$ cat src/rtl/rhsv_pkg.sv
// Shared widths, codes and the divider step for the RGB to HSV converter.
package rhsv_pkg;

   localparam int PIX_W          = 8;
   localparam int HUE_W          = 12;
   localparam int DIFF_W         = PIX_W + 1;
   localparam int DIV_W          = PIX_W + 1;
   localparam int REM_W          = 21;
   localparam int SAT_NUM_W      = 17;
   localparam int COEF_W         = 13;
   localparam int Q_W            = 12;
   localparam int BITS_PER_STAGE = 2;
   localparam int DIV_STAGES     = Q_W / BITS_PER_STAGE;

   // Sector codes: which channel holds the maximum
   localparam logic [1:0] SECT_RED   = 2'd0;
   localparam logic [1:0] SECT_GREEN = 2'd1;
   localparam logic [1:0] SECT_BLUE  = 2'd2;

   // Hue numerator is 2*num + delta = 1200*diff + coef*delta
   localparam logic signed [REM_W+1:0] HUE_DIFF_MUL = 1200;
   localparam logic [COEF_W-1:0] COEF_RED_POS = 13'd1;
   localparam logic [COEF_W-1:0] COEF_RED_NEG = 13'd7201;
   localparam logic [COEF_W-1:0] COEF_GREEN   = 13'd2401;
   localparam logic [COEF_W-1:0] COEF_BLUE    = 13'd4801;

   localparam logic [SAT_NUM_W-1:0] SAT_MUL  = 17'd510;
   localparam logic [HUE_W-1:0]     HUE_FULL = 12'd3600;

   typedef struct packed {
      logic [REM_W-1:0]          rem;
      logic [BITS_PER_STAGE-1:0] qbits;
   } div_step_type;

   // Restoring division, BITS_PER_STAGE quotient bits starting at top_bit
   function automatic div_step_type div_step(input logic [REM_W-1:0] rem,
                                             input logic [DIV_W-1:0] dvs,
                                             input int top_bit);
      div_step_type res;
      logic [REM_W-1:0] r;
      logic [REM_W-1:0] trial;
      r         = rem;
      res.qbits = '0;
      for (int k = 0; k < BITS_PER_STAGE; k++) begin
         trial = REM_W'(dvs) << (top_bit - k);
         if (r >= trial) begin
            r = r - trial;
            res.qbits[BITS_PER_STAGE-1-k] = 1'b1;
         end
      end
      res.rem = r;
      return res;
   endfunction

endpackage

$ cat src/rtl/rhsv_req_if.sv
// Pixel input channel: valid/ready with the three color channels.
interface rhsv_req_if;
   logic                      valid;
   logic                      ready;
   logic [rhsv_pkg::PIX_W-1:0] red;
   logic [rhsv_pkg::PIX_W-1:0] green;
   logic [rhsv_pkg::PIX_W-1:0] blue;

   modport source (output valid, output red, output green, output blue, input ready);
   modport sink   (input valid, input red, input green, input blue, output ready);
endinterface

$ cat src/rtl/rhsv_rsp_if.sv
// HSV result channel: valid/ready with hue, saturation and brightness.
interface rhsv_rsp_if;
   logic                       valid;
   logic                       ready;
   logic [rhsv_pkg::HUE_W-1:0] hue_tenths;
   logic [rhsv_pkg::PIX_W-1:0] saturation;
   logic [rhsv_pkg::PIX_W-1:0] brightness;

   modport source (output valid, output hue_tenths, output saturation,
                   output brightness, input ready);
   modport sink   (input valid, input hue_tenths, input saturation,
                   input brightness, output ready);
endinterface

$ cat src/rtl/rgb_to_hsv_converter_top.sv
// Pipelined RGB to HSV converter: min/max, numerators, radix-4 dividers, wrap.
// Stages: 2 prep stages, 6 divider stages of 2 quotient bits each, 1 output stage.
// Throughput: one pixel per cycle unless the sink stalls; the divider pipeline sets depth.
// A skid register on the output keeps results while the sink stalls.
// Synchronous active-high reset clears all valid bits and the skid flag.
module rgb_to_hsv_converter_top (
   input  logic              clock,
   input  logic              reset,
   rhsv_req_if.sink          req_if,
   rhsv_rsp_if.source        rsp_if
);

   localparam int NS = rhsv_pkg::DIV_STAGES;

   logic en;
   logic skid_full_ff, skid_full_in;

   assign en           = !skid_full_ff;
   assign req_if.ready = en;

   // ---------------- stage 1: max, min, sector, difference
   logic                                s1_valid_ff;
   logic [rhsv_pkg::PIX_W-1:0]          s1_mx_ff, s1_mx_in;
   logic [rhsv_pkg::PIX_W-1:0]          s1_delta_ff, s1_delta_in;
   logic [1:0]                          s1_sect_ff, s1_sect_in;
   logic signed [rhsv_pkg::DIFF_W-1:0]  s1_diff_ff, s1_diff_in;

   logic [rhsv_pkg::PIX_W-1:0] r_c, g_c, b_c, mn_c;

   always_comb begin
      r_c = req_if.red;
      g_c = req_if.green;
      b_c = req_if.blue;
      if (r_c >= g_c && r_c >= b_c) begin
         s1_sect_in = rhsv_pkg::SECT_RED;
         s1_mx_in   = r_c;
         s1_diff_in = $signed({1'b0, g_c}) - $signed({1'b0, b_c});
      end else if (g_c >= b_c) begin
         s1_sect_in = rhsv_pkg::SECT_GREEN;
         s1_mx_in   = g_c;
         s1_diff_in = $signed({1'b0, b_c}) - $signed({1'b0, r_c});
      end else begin
         s1_sect_in = rhsv_pkg::SECT_BLUE;
         s1_mx_in   = b_c;
         s1_diff_in = $signed({1'b0, r_c}) - $signed({1'b0, g_c});
      end
      mn_c = (r_c < g_c) ? r_c : g_c;
      mn_c = (mn_c < b_c) ? mn_c : b_c;
      s1_delta_in = s1_mx_in - mn_c;
   end

   always_ff @(posedge clock) begin
      if (reset) begin
         s1_valid_ff <= 1'b0;
      end else if (en) begin
         s1_valid_ff <= req_if.valid;
      end
      if (en) begin
         s1_mx_ff    <= s1_mx_in;
         s1_delta_ff <= s1_delta_in;
         s1_sect_ff  <= s1_sect_in;
         s1_diff_ff  <= s1_diff_in;
      end
   end

   // ---------------- stage 2: dividends and divisors
   logic                             dv_valid_ff [NS+1];
   logic                             dv_grey_ff  [NS+1];
   logic [rhsv_pkg::PIX_W-1:0]       dv_bright_ff[NS+1];
   logic [rhsv_pkg::REM_W-1:0]       dv_hrem_ff  [NS+1];
   logic [rhsv_pkg::REM_W-1:0]       dv_srem_ff  [NS+1];
   logic [rhsv_pkg::DIV_W-1:0]       dv_hdiv_ff  [NS+1];
   logic [rhsv_pkg::DIV_W-1:0]       dv_sdiv_ff  [NS+1];
   logic [rhsv_pkg::Q_W-1:0]         dv_hq_ff    [NS+1];
   logic [rhsv_pkg::Q_W-1:0]         dv_sq_ff    [NS+1];

   logic [rhsv_pkg::COEF_W-1:0]      coef_c;
   logic [rhsv_pkg::REM_W-1:0]       coef_delta_c;
   logic signed [rhsv_pkg::REM_W+1:0] hue_num_c;
   logic [rhsv_pkg::SAT_NUM_W-1:0]   sat_num_c;

   always_comb begin
      case (s1_sect_ff)
         rhsv_pkg::SECT_RED:   coef_c = s1_diff_ff[rhsv_pkg::DIFF_W-1] ?
                                        rhsv_pkg::COEF_RED_NEG : rhsv_pkg::COEF_RED_POS;
         rhsv_pkg::SECT_GREEN: coef_c = rhsv_pkg::COEF_GREEN;
         rhsv_pkg::SECT_BLUE:  coef_c = rhsv_pkg::COEF_BLUE;
         default:              coef_c = rhsv_pkg::COEF_RED_POS;
      endcase
      coef_delta_c = rhsv_pkg::REM_W'(coef_c) * rhsv_pkg::REM_W'(s1_delta_ff);
      // always non-negative once the sector offset is added
      hue_num_c = (rhsv_pkg::REM_W+2)'(s1_diff_ff) * rhsv_pkg::HUE_DIFF_MUL
                + $signed({2'd0, coef_delta_c});
      sat_num_c = rhsv_pkg::SAT_NUM_W'(s1_delta_ff) * rhsv_pkg::SAT_MUL
                + rhsv_pkg::SAT_NUM_W'(s1_mx_ff);
   end

   always_ff @(posedge clock) begin
      if (reset) begin
         dv_valid_ff[0] <= 1'b0;
      end else if (en) begin
         dv_valid_ff[0] <= s1_valid_ff;
      end
      if (en) begin
         dv_grey_ff[0]   <= (s1_delta_ff == '0);
         dv_bright_ff[0] <= s1_mx_ff;
         dv_hrem_ff[0]   <= hue_num_c[rhsv_pkg::REM_W-1:0];
         dv_srem_ff[0]   <= rhsv_pkg::REM_W'(sat_num_c);
         dv_hdiv_ff[0]   <= {s1_delta_ff, 1'b0};
         dv_sdiv_ff[0]   <= {s1_mx_ff, 1'b0};
         dv_hq_ff[0]     <= '0;
         dv_sq_ff[0]     <= '0;
      end
   end

   // ---------------- divider stages, two quotient bits each
   for (genvar j = 0; j < NS; j++) begin : g_div
      localparam int TOP = rhsv_pkg::Q_W - 1 - j * rhsv_pkg::BITS_PER_STAGE;
      rhsv_pkg::div_step_type hstep_c, sstep_c;

      always_comb begin
         hstep_c = rhsv_pkg::div_step(dv_hrem_ff[j], dv_hdiv_ff[j], TOP);
         sstep_c = rhsv_pkg::div_step(dv_srem_ff[j], dv_sdiv_ff[j], TOP);
      end

      always_ff @(posedge clock) begin
         if (reset) begin
            dv_valid_ff[j+1] <= 1'b0;
         end else if (en) begin
            dv_valid_ff[j+1] <= dv_valid_ff[j];
         end
         if (en) begin
            dv_grey_ff[j+1]   <= dv_grey_ff[j];
            dv_bright_ff[j+1] <= dv_bright_ff[j];
            dv_hrem_ff[j+1]   <= hstep_c.rem;
            dv_srem_ff[j+1]   <= sstep_c.rem;
            dv_hdiv_ff[j+1]   <= dv_hdiv_ff[j];
            dv_sdiv_ff[j+1]   <= dv_sdiv_ff[j];
            dv_hq_ff[j+1]     <= {dv_hq_ff[j][rhsv_pkg::Q_W-rhsv_pkg::BITS_PER_STAGE-1:0],
                                  hstep_c.qbits};
            dv_sq_ff[j+1]     <= {dv_sq_ff[j][rhsv_pkg::Q_W-rhsv_pkg::BITS_PER_STAGE-1:0],
                                  sstep_c.qbits};
         end
      end
   end

   // ---------------- output stage: grey override and hue wrap
   logic                       out_valid_ff;
   logic [rhsv_pkg::HUE_W-1:0] out_hue_ff, out_hue_in;
   logic [rhsv_pkg::PIX_W-1:0] out_sat_ff, out_sat_in;
   logic [rhsv_pkg::PIX_W-1:0] out_bright_ff;

   always_comb begin
      if (dv_grey_ff[NS]) begin
         out_hue_in = '0;
         out_sat_in = '0;
      end else begin
         out_hue_in = (dv_hq_ff[NS] >= rhsv_pkg::HUE_FULL) ?
                      dv_hq_ff[NS] - rhsv_pkg::HUE_FULL : dv_hq_ff[NS];
         out_sat_in = dv_sq_ff[NS][rhsv_pkg::PIX_W-1:0];
      end
   end

   always_ff @(posedge clock) begin
      if (reset) begin
         out_valid_ff <= 1'b0;
      end else if (en) begin
         out_valid_ff <= dv_valid_ff[NS];
      end
      if (en) begin
         out_hue_ff    <= out_hue_in;
         out_sat_ff    <= out_sat_in;
         out_bright_ff <= dv_bright_ff[NS];
      end
   end

   // ---------------- skid register: catches the head item when the sink stalls
   logic [rhsv_pkg::HUE_W-1:0] skid_hue_ff;
   logic [rhsv_pkg::PIX_W-1:0] skid_sat_ff;
   logic [rhsv_pkg::PIX_W-1:0] skid_bright_ff;

   always_comb begin
      skid_full_in = skid_full_ff;
      if (skid_full_ff) begin
         if (rsp_if.ready) begin
            skid_full_in = 1'b0;
         end
      end else if (out_valid_ff && !rsp_if.ready) begin
         skid_full_in = 1'b1;
      end
   end

   always_ff @(posedge clock) begin
      if (reset) begin
         skid_full_ff <= 1'b0;
      end else begin
         skid_full_ff <= skid_full_in;
      end
      if (!skid_full_ff) begin
         skid_hue_ff    <= out_hue_ff;
         skid_sat_ff    <= out_sat_ff;
         skid_bright_ff <= out_bright_ff;
      end
   end

   assign rsp_if.valid      = skid_full_ff || out_valid_ff;
   assign rsp_if.hue_tenths = skid_full_ff ? skid_hue_ff    : out_hue_ff;
   assign rsp_if.saturation = skid_full_ff ? skid_sat_ff    : out_sat_ff;
   assign rsp_if.brightness = skid_full_ff ? skid_bright_ff : out_bright_ff;

endmodule
$ cat src/flat_wrapper.sv
// flat-port wrapper written by rule: the top's interface ports become plain ports
module rgb_to_hsv_converter_top_flat 
  (clock, reset, req_if_valid, req_if_red, req_if_green, req_if_blue, req_if_ready, rsp_if_valid, rsp_if_hue_tenths, rsp_if_saturation, rsp_if_brightness, rsp_if_ready);
  rhsv_req_if req_if_i ();
  rhsv_rsp_if rsp_if_i ();
  input  logic clock;
  input  logic reset;
  input wire logic [$bits(req_if_i.valid)-1:0] req_if_valid;
  input wire logic [$bits(req_if_i.red)-1:0] req_if_red;
  input wire logic [$bits(req_if_i.green)-1:0] req_if_green;
  input wire logic [$bits(req_if_i.blue)-1:0] req_if_blue;
  output wire logic [$bits(req_if_i.ready)-1:0] req_if_ready;
  output wire logic [$bits(rsp_if_i.valid)-1:0] rsp_if_valid;
  output wire logic [$bits(rsp_if_i.hue_tenths)-1:0] rsp_if_hue_tenths;
  output wire logic [$bits(rsp_if_i.saturation)-1:0] rsp_if_saturation;
  output wire logic [$bits(rsp_if_i.brightness)-1:0] rsp_if_brightness;
  input wire logic [$bits(rsp_if_i.ready)-1:0] rsp_if_ready;
  assign req_if_i.valid = req_if_valid;
  assign req_if_i.red = req_if_red;
  assign req_if_i.green = req_if_green;
  assign req_if_i.blue = req_if_blue;
  assign req_if_ready = req_if_i.ready;
  assign rsp_if_valid = rsp_if_i.valid;
  assign rsp_if_hue_tenths = rsp_if_i.hue_tenths;
  assign rsp_if_saturation = rsp_if_i.saturation;
  assign rsp_if_brightness = rsp_if_i.brightness;
  assign rsp_if_i.ready = rsp_if_ready;
  rgb_to_hsv_converter_top u_core (.clock(clock), .reset(reset), .req_if(req_if_i), .rsp_if(rsp_if_i));
endmodule
$ cat config.mk
export PLATFORM = sky130hd
export DESIGN_NAME = rgb_to_hsv_converter_top_flat
export DESIGN_NICKNAME = d
export VERILOG_FILES = /design/src/rtl/rhsv_pkg.sv /design/src/rtl/rhsv_req_if.sv /design/src/rtl/rhsv_rsp_if.sv /design/src/rtl/rgb_to_hsv_converter_top.sv /design/src/flat_wrapper.sv
export SDC_FILE = /design/constraint.sdc
export NUM_CORES = 2
export LEC_CHECK = 0
export BUFFER_PORTS_ARGS = -buffer_cell sky130_fd_sc_hd__buf_2
export CAP_MARGIN = 10
export CORE_MARGIN = 3
export CORE_UTILIZATION = 25
export DETAILED_ROUTE_END_ITERATION = 12
export PLACE_DENSITY_LB_ADDON = 0.05
export SLEW_MARGIN = 30
export SYNTH_ARGS = -nofsm -noshare
export SYNTH_HDL_FRONTEND = slang
export SYNTH_SLANG_ARGS = --single-unit
$ cat constraint.sdc
create_clock -name clock -period 13.25 [get_ports clock]
set_clock_uncertainty 0.05 [all_clocks]
set_input_delay 1.325 -clock clock [delete_from_list [all_inputs] [get_ports clock]]
set_output_delay 1.325 -clock clock [all_outputs]
set_load 0.02 [all_outputs]
==> run_results.csv <==
group,metric,value,unit
final_layout,antennaDiodeCount,0,
worst_setup_path,r2r_start,"u_core.s1_diff_ff[2]$_DFFE_PN_",
floorplanning,die_h,384.1,um
floorplanning,start_util,25.22,%
route,drc_errors,0,
logic_synthesis,synth_top_cell_by_area,"edfxtp_1",
route,vias,23938,
final_layout,n_fill_cell,14873,
logic_synthesis,synth_edf_count,454,
clock_tree,cts_max_path_buffers,3,
sta,setup-violations-final,0,
final_layout,nNetsFinal,4063,
floorplanning,core_area,141800,sq um
worst_setup_path,crit_required,13.56,ns
worst_setup_path,crit_type,"flop to flop",
floorplanning,rows,138,
worst_hold_path,holdPathEnd,"u_core.dv_sq_ff[4][2]$_DFFE_PN_",
clock_tree,numCtsBuffers,67,
floorplanning,die_area,147600,sq um
clock_tree,ctsHoldBuffers,0,
logic_synthesis,synth-seq-cells,485,
placement,port_buffers,57,
worst_setup_path,cp_max_fo,4,
logic_synthesis,ys_seq_area_share,39.87,%
logic_synthesis,synth_top_cell_area_share,38.14,%
clock_tree,clk_pin_slew_worst_paths,0.06,ns
sta,period_share,50.55,%
route,wire_per_inst,15.94,um
worst_hold_path,min_from,"u_core.dv_sq_ff[3][0]$_DFFE_PN_",
final_layout,register_area,14260,sq um
grt,antenna_found_initial,1,
route,drtIter0Drc,827,
logic_synthesis,dominantRegCellSynth,"edfxtp_1",
logic_synthesis,synth_area_leaders,"edfxtp_1 (38%), ha_1 (13%), fa_1 (6.9%)",
placement,gp_congestion,0.7713,
grt,grt_pass1_wl,140.2,mm
clock_tree,clk_latency,0.63,ns
grt,grt_max_degree,162,
grt,grtUsageMet2,20.87,%
clock_tree,cts_resized,0,
floorplanning,pin_count,58,
sta,drv_slew,0,
worst_setup_path,worstSetupEndpointType,"flop",
final_layout,drive_gt1_share,8.141,%
grt,grt-busiest-layer,"met2",
sta,fin_tns_setup,0,ns
run,max_cap_viol_count,0,
logic_synthesis,synth.distinct_cells,106,
sta,worst_slew_pin_slew,0.9154,ns
final_layout,multi_input_area,19650,sq um
worst_setup_path,startpoint_type,"flop",
logic_synthesis,synthArstFlopShare,0,%
clock_tree,post-cts-setup-buffers,0,
grt,grt_pass1_vias,25038,
worst_setup_path,r2r_cells,24,
logic_synthesis,synth_fp_nets,3970,
logic_synthesis,syn_inst,3457,
route,vias_per_cell,4.361,
placement,dp_hpwl,69.10,mm
route,drt_pass1_iterations,4,
clock_tree,cts_tree,"done",
sta,fmaxAchievable,0.1493,GHz
route,ant_nets,0,
final_layout,syn2layout_area_growth,13.29,%
route,totalWireLength,87.51,mm
logic_synthesis,yosysWarnings,0,
floorplanning,die_width,384.1,um
grt,grt_use_met1,15.10,%
sta,rsz0062_at_grt,"no",
grt,use_met3,2.024,%
grt,gr-total-overflow,0,
worst_setup_path,arrival,7.01,ns
worst_hold_path,min-delay-path-class,"flop to flop",
sta,finalHoldViolations,0,
clock_tree,cts_root_buf,"clkbuf_16",
worst_setup_path,r2r-end,"u_core.dv_hrem_ff[0][19]$_DFFE_PN_",
sta,relSlewSlack,38.71,%
sta,min_period,6.698,ns
clock_tree,h-tree-depth,3,
worst_setup_path,rrSetupSlack,6.55,ns
status,outcome,"finished clean",
clock_tree,clkSinkCount,485,
worst_hold_path,hold_path_depth,0,
logic_synthesis,synth_area,35750,sq um
logic_synthesis,avgSynthCellArea,10.34,sq um
grt,grt_util_all_layers,11.93,%
cells by family (layout without fill, tap and decap cells):
| family | after synthesis | count (layout) | share of synthesized area, % |
|---|---|---|---|
| buffers and inverters | 488 | 630 | 5.187 |
| flip-flops | 485 | 485 | 39.87 |
| AO/OA/AOI/OAI | 704 | 704 | 12.50 |
| adder cells (fa/ha/maj) | 485 | 485 | 19.58 |
| multiplexers | 104 | 104 | 3.161 |
| AND/OR/NAND/NOR | 947 | 947 | 13.70 |
| XOR/XNOR | 244 | 244 | 5.999 |
layer usage:
| metal | vias to the layer above | share of wire [%] |
|---|---|---|
| li1 | 12491 | - |
| met1 | 11139 | 46 |
| met2 | 198 | 49 |
| met3 | 110 | 2.6 |
| met4 | 0 | 2.3 |
| met5 | - | 0 |
synthesized netlist by cell type, types with 6 or more instances:
| cell | count |
|---|---|
| nand4b_1 | 9 |
| o41ai_1 | 6 |
| o31a_1 | 8 |
| or3_1 | 25 |
| o21a_1 | 36 |
| ha_1 | 361 |
| edfxtp_1 | 454 |
| dfxtp_1 | 31 |
| nand3_1 | 35 |
| clkbuf_1 | 40 |
| nand2b_1 | 47 |
| a21oi_1 | 211 |
| nand2_1 | 225 |
| inv_1 | 437 |
| nor4_1 | 36 |
| o31ai_1 | 23 |
| a21o_1 | 71 |
| a31oi_1 | 13 |
| o21bai_1 | 21 |
| fa_1 | 124 |
| nand3b_1 | 9 |
| o21ai_1 | 11 |
| or2_2 | 11 |
| a211oi_1 | 18 |
| a21boi_0 | 25 |
| nor3_1 | 73 |
| nand4_1 | 46 |
| mux2_2 | 70 |
| nor2b_1 | 79 |
| o211ai_1 | 7 |
| nor2_1 | 232 |
| mux2i_1 | 33 |
| nor3b_1 | 7 |
| xor2_1 | 84 |
| and2_1 | 46 |
| xnor2_1 | 159 |
| o21ai_0 | 177 |
| and3_1 | 14 |
| or4_1 | 17 |
critical path, stage by stage, from the launching register on:
cell      delay, ns
edfxtp_1       0.46
ha_1           0.33
ha_1           0.28
ha_1           0.29
ha_1           0.22
fa_1           0.46
a21o_1         0.18
a21oi_1        0.23
o21bai_1       0.10
a21oi_1        0.22
xnor2_1        0.10
ha_1           0.28
inv_1          0.05
fa_1           0.54
fa_1           0.44
fa_1           0.54
inv_1          0.04
ha_1           0.33
and3_1         0.18
a21oi_1        0.10
o21ai_0        0.15
o41ai_1        0.49
o21bai_1       0.12
a21oi_1        0.19
xnor2_1        0.08
cell type report:
type / instances / share of cell area (%)
timing repair buffer: 71 / 1.026
tap: 1890 / 5.839
multi-input combinational: 2484 / 48.52
sequential: 485 / 35.20
inverter: 441 / 4.106
clock buffer: 92 / 4.650
clock inverter: 26 / 0.6581
cell usage in the layout, fill, tap and decap left out, types with 79 or more instances in the layout:
cell	Yosys	layout
o21ai_0	177	177
a21oi_1	211	211
nor2_1	232	232
nor2b_1	79	79
edfxtp_1	454	454
inv_1	437	436
fa_1	124	124
nand2_1	225	225
xnor2_1	159	159
xor2_1	84	84
ha_1	361	361
worst max-delay path by stage:
| stage | startpoint | end | slack (ns) | cells past startpoint |
|---|---|---|---|---|
| 2_1_floorplan | u_core.skid_full_ff$_SDFF_PP0_ | req_if_ready | 2.47 | 3 |
| 3_3_place_gp | u_core.s1_diff_ff[4]$_DFFE_PN_ | u_core.dv_hrem_ff[0][20]$_DFFE_PN_ | 6.46 | 23 |
| 3_5_place_dp | u_core.s1_diff_ff[2]$_DFFE_PN_ | u_core.dv_hrem_ff[0][20]$_DFFE_PN_ | 6.49 | 21 |
| 4_1_cts | u_core.s1_diff_ff[2]$_DFFE_PN_ | u_core.dv_hrem_ff[0][19]$_DFFE_PN_ | 6.47 | 24 |
| 5_1_grt | u_core.s1_diff_ff[4]$_DFFE_PN_ | u_core.dv_hrem_ff[0][20]$_DFFE_PN_ | 6.15 | 25 |
| 6_report | u_core.s1_diff_ff[2]$_DFFE_PN_ | u_core.dv_hrem_ff[0][19]$_DFFE_PN_ | 6.55 | 24 |
sequential cells by signal (all words and copies together), names as in the netlist, 9 cells and up:
name                 cells
u_core.dv_hrem_ff      126
u_core.dv_srem_ff      120
u_core.dv_hq_ff         42
u_core.dv_bright_ff     38
u_core.dv_hdiv_ff       25
u_core.dv_sq_ff         20
u_core.dv_sdiv_ff       14
u_core.out_hue_ff       12
u_core.skid_hue_ff      12
u_core.s1_diff_ff        9
stage by stage:
| stage | std cells | setup slack, ns | area [sq um] | util, % | hold slack, ns |
|---|---|---|---|---|---|
| floorplan | 3457 | 2.468 | 35750 | - | 0.3503 |
| global placement | 5370 | 6.460 | 38340 | 27.05 | 0.3506 |
| detailed placement | 5370 | 6.487 | 38340 | 27.05 | 0.3545 |
| CTS | 5488 | 6.471 | 40490 | 28.56 | 0.3435 |
| global route | 5489 | 6.146 | 40500 | 28.57 | 0.3660 |
| finish | 5489 | 6.552 | 40500 | 28.57 | 0.3511 |
Power is not shown: default switching activity piles up to over one toggle a cycle in this logic, so the estimate is an artifact.
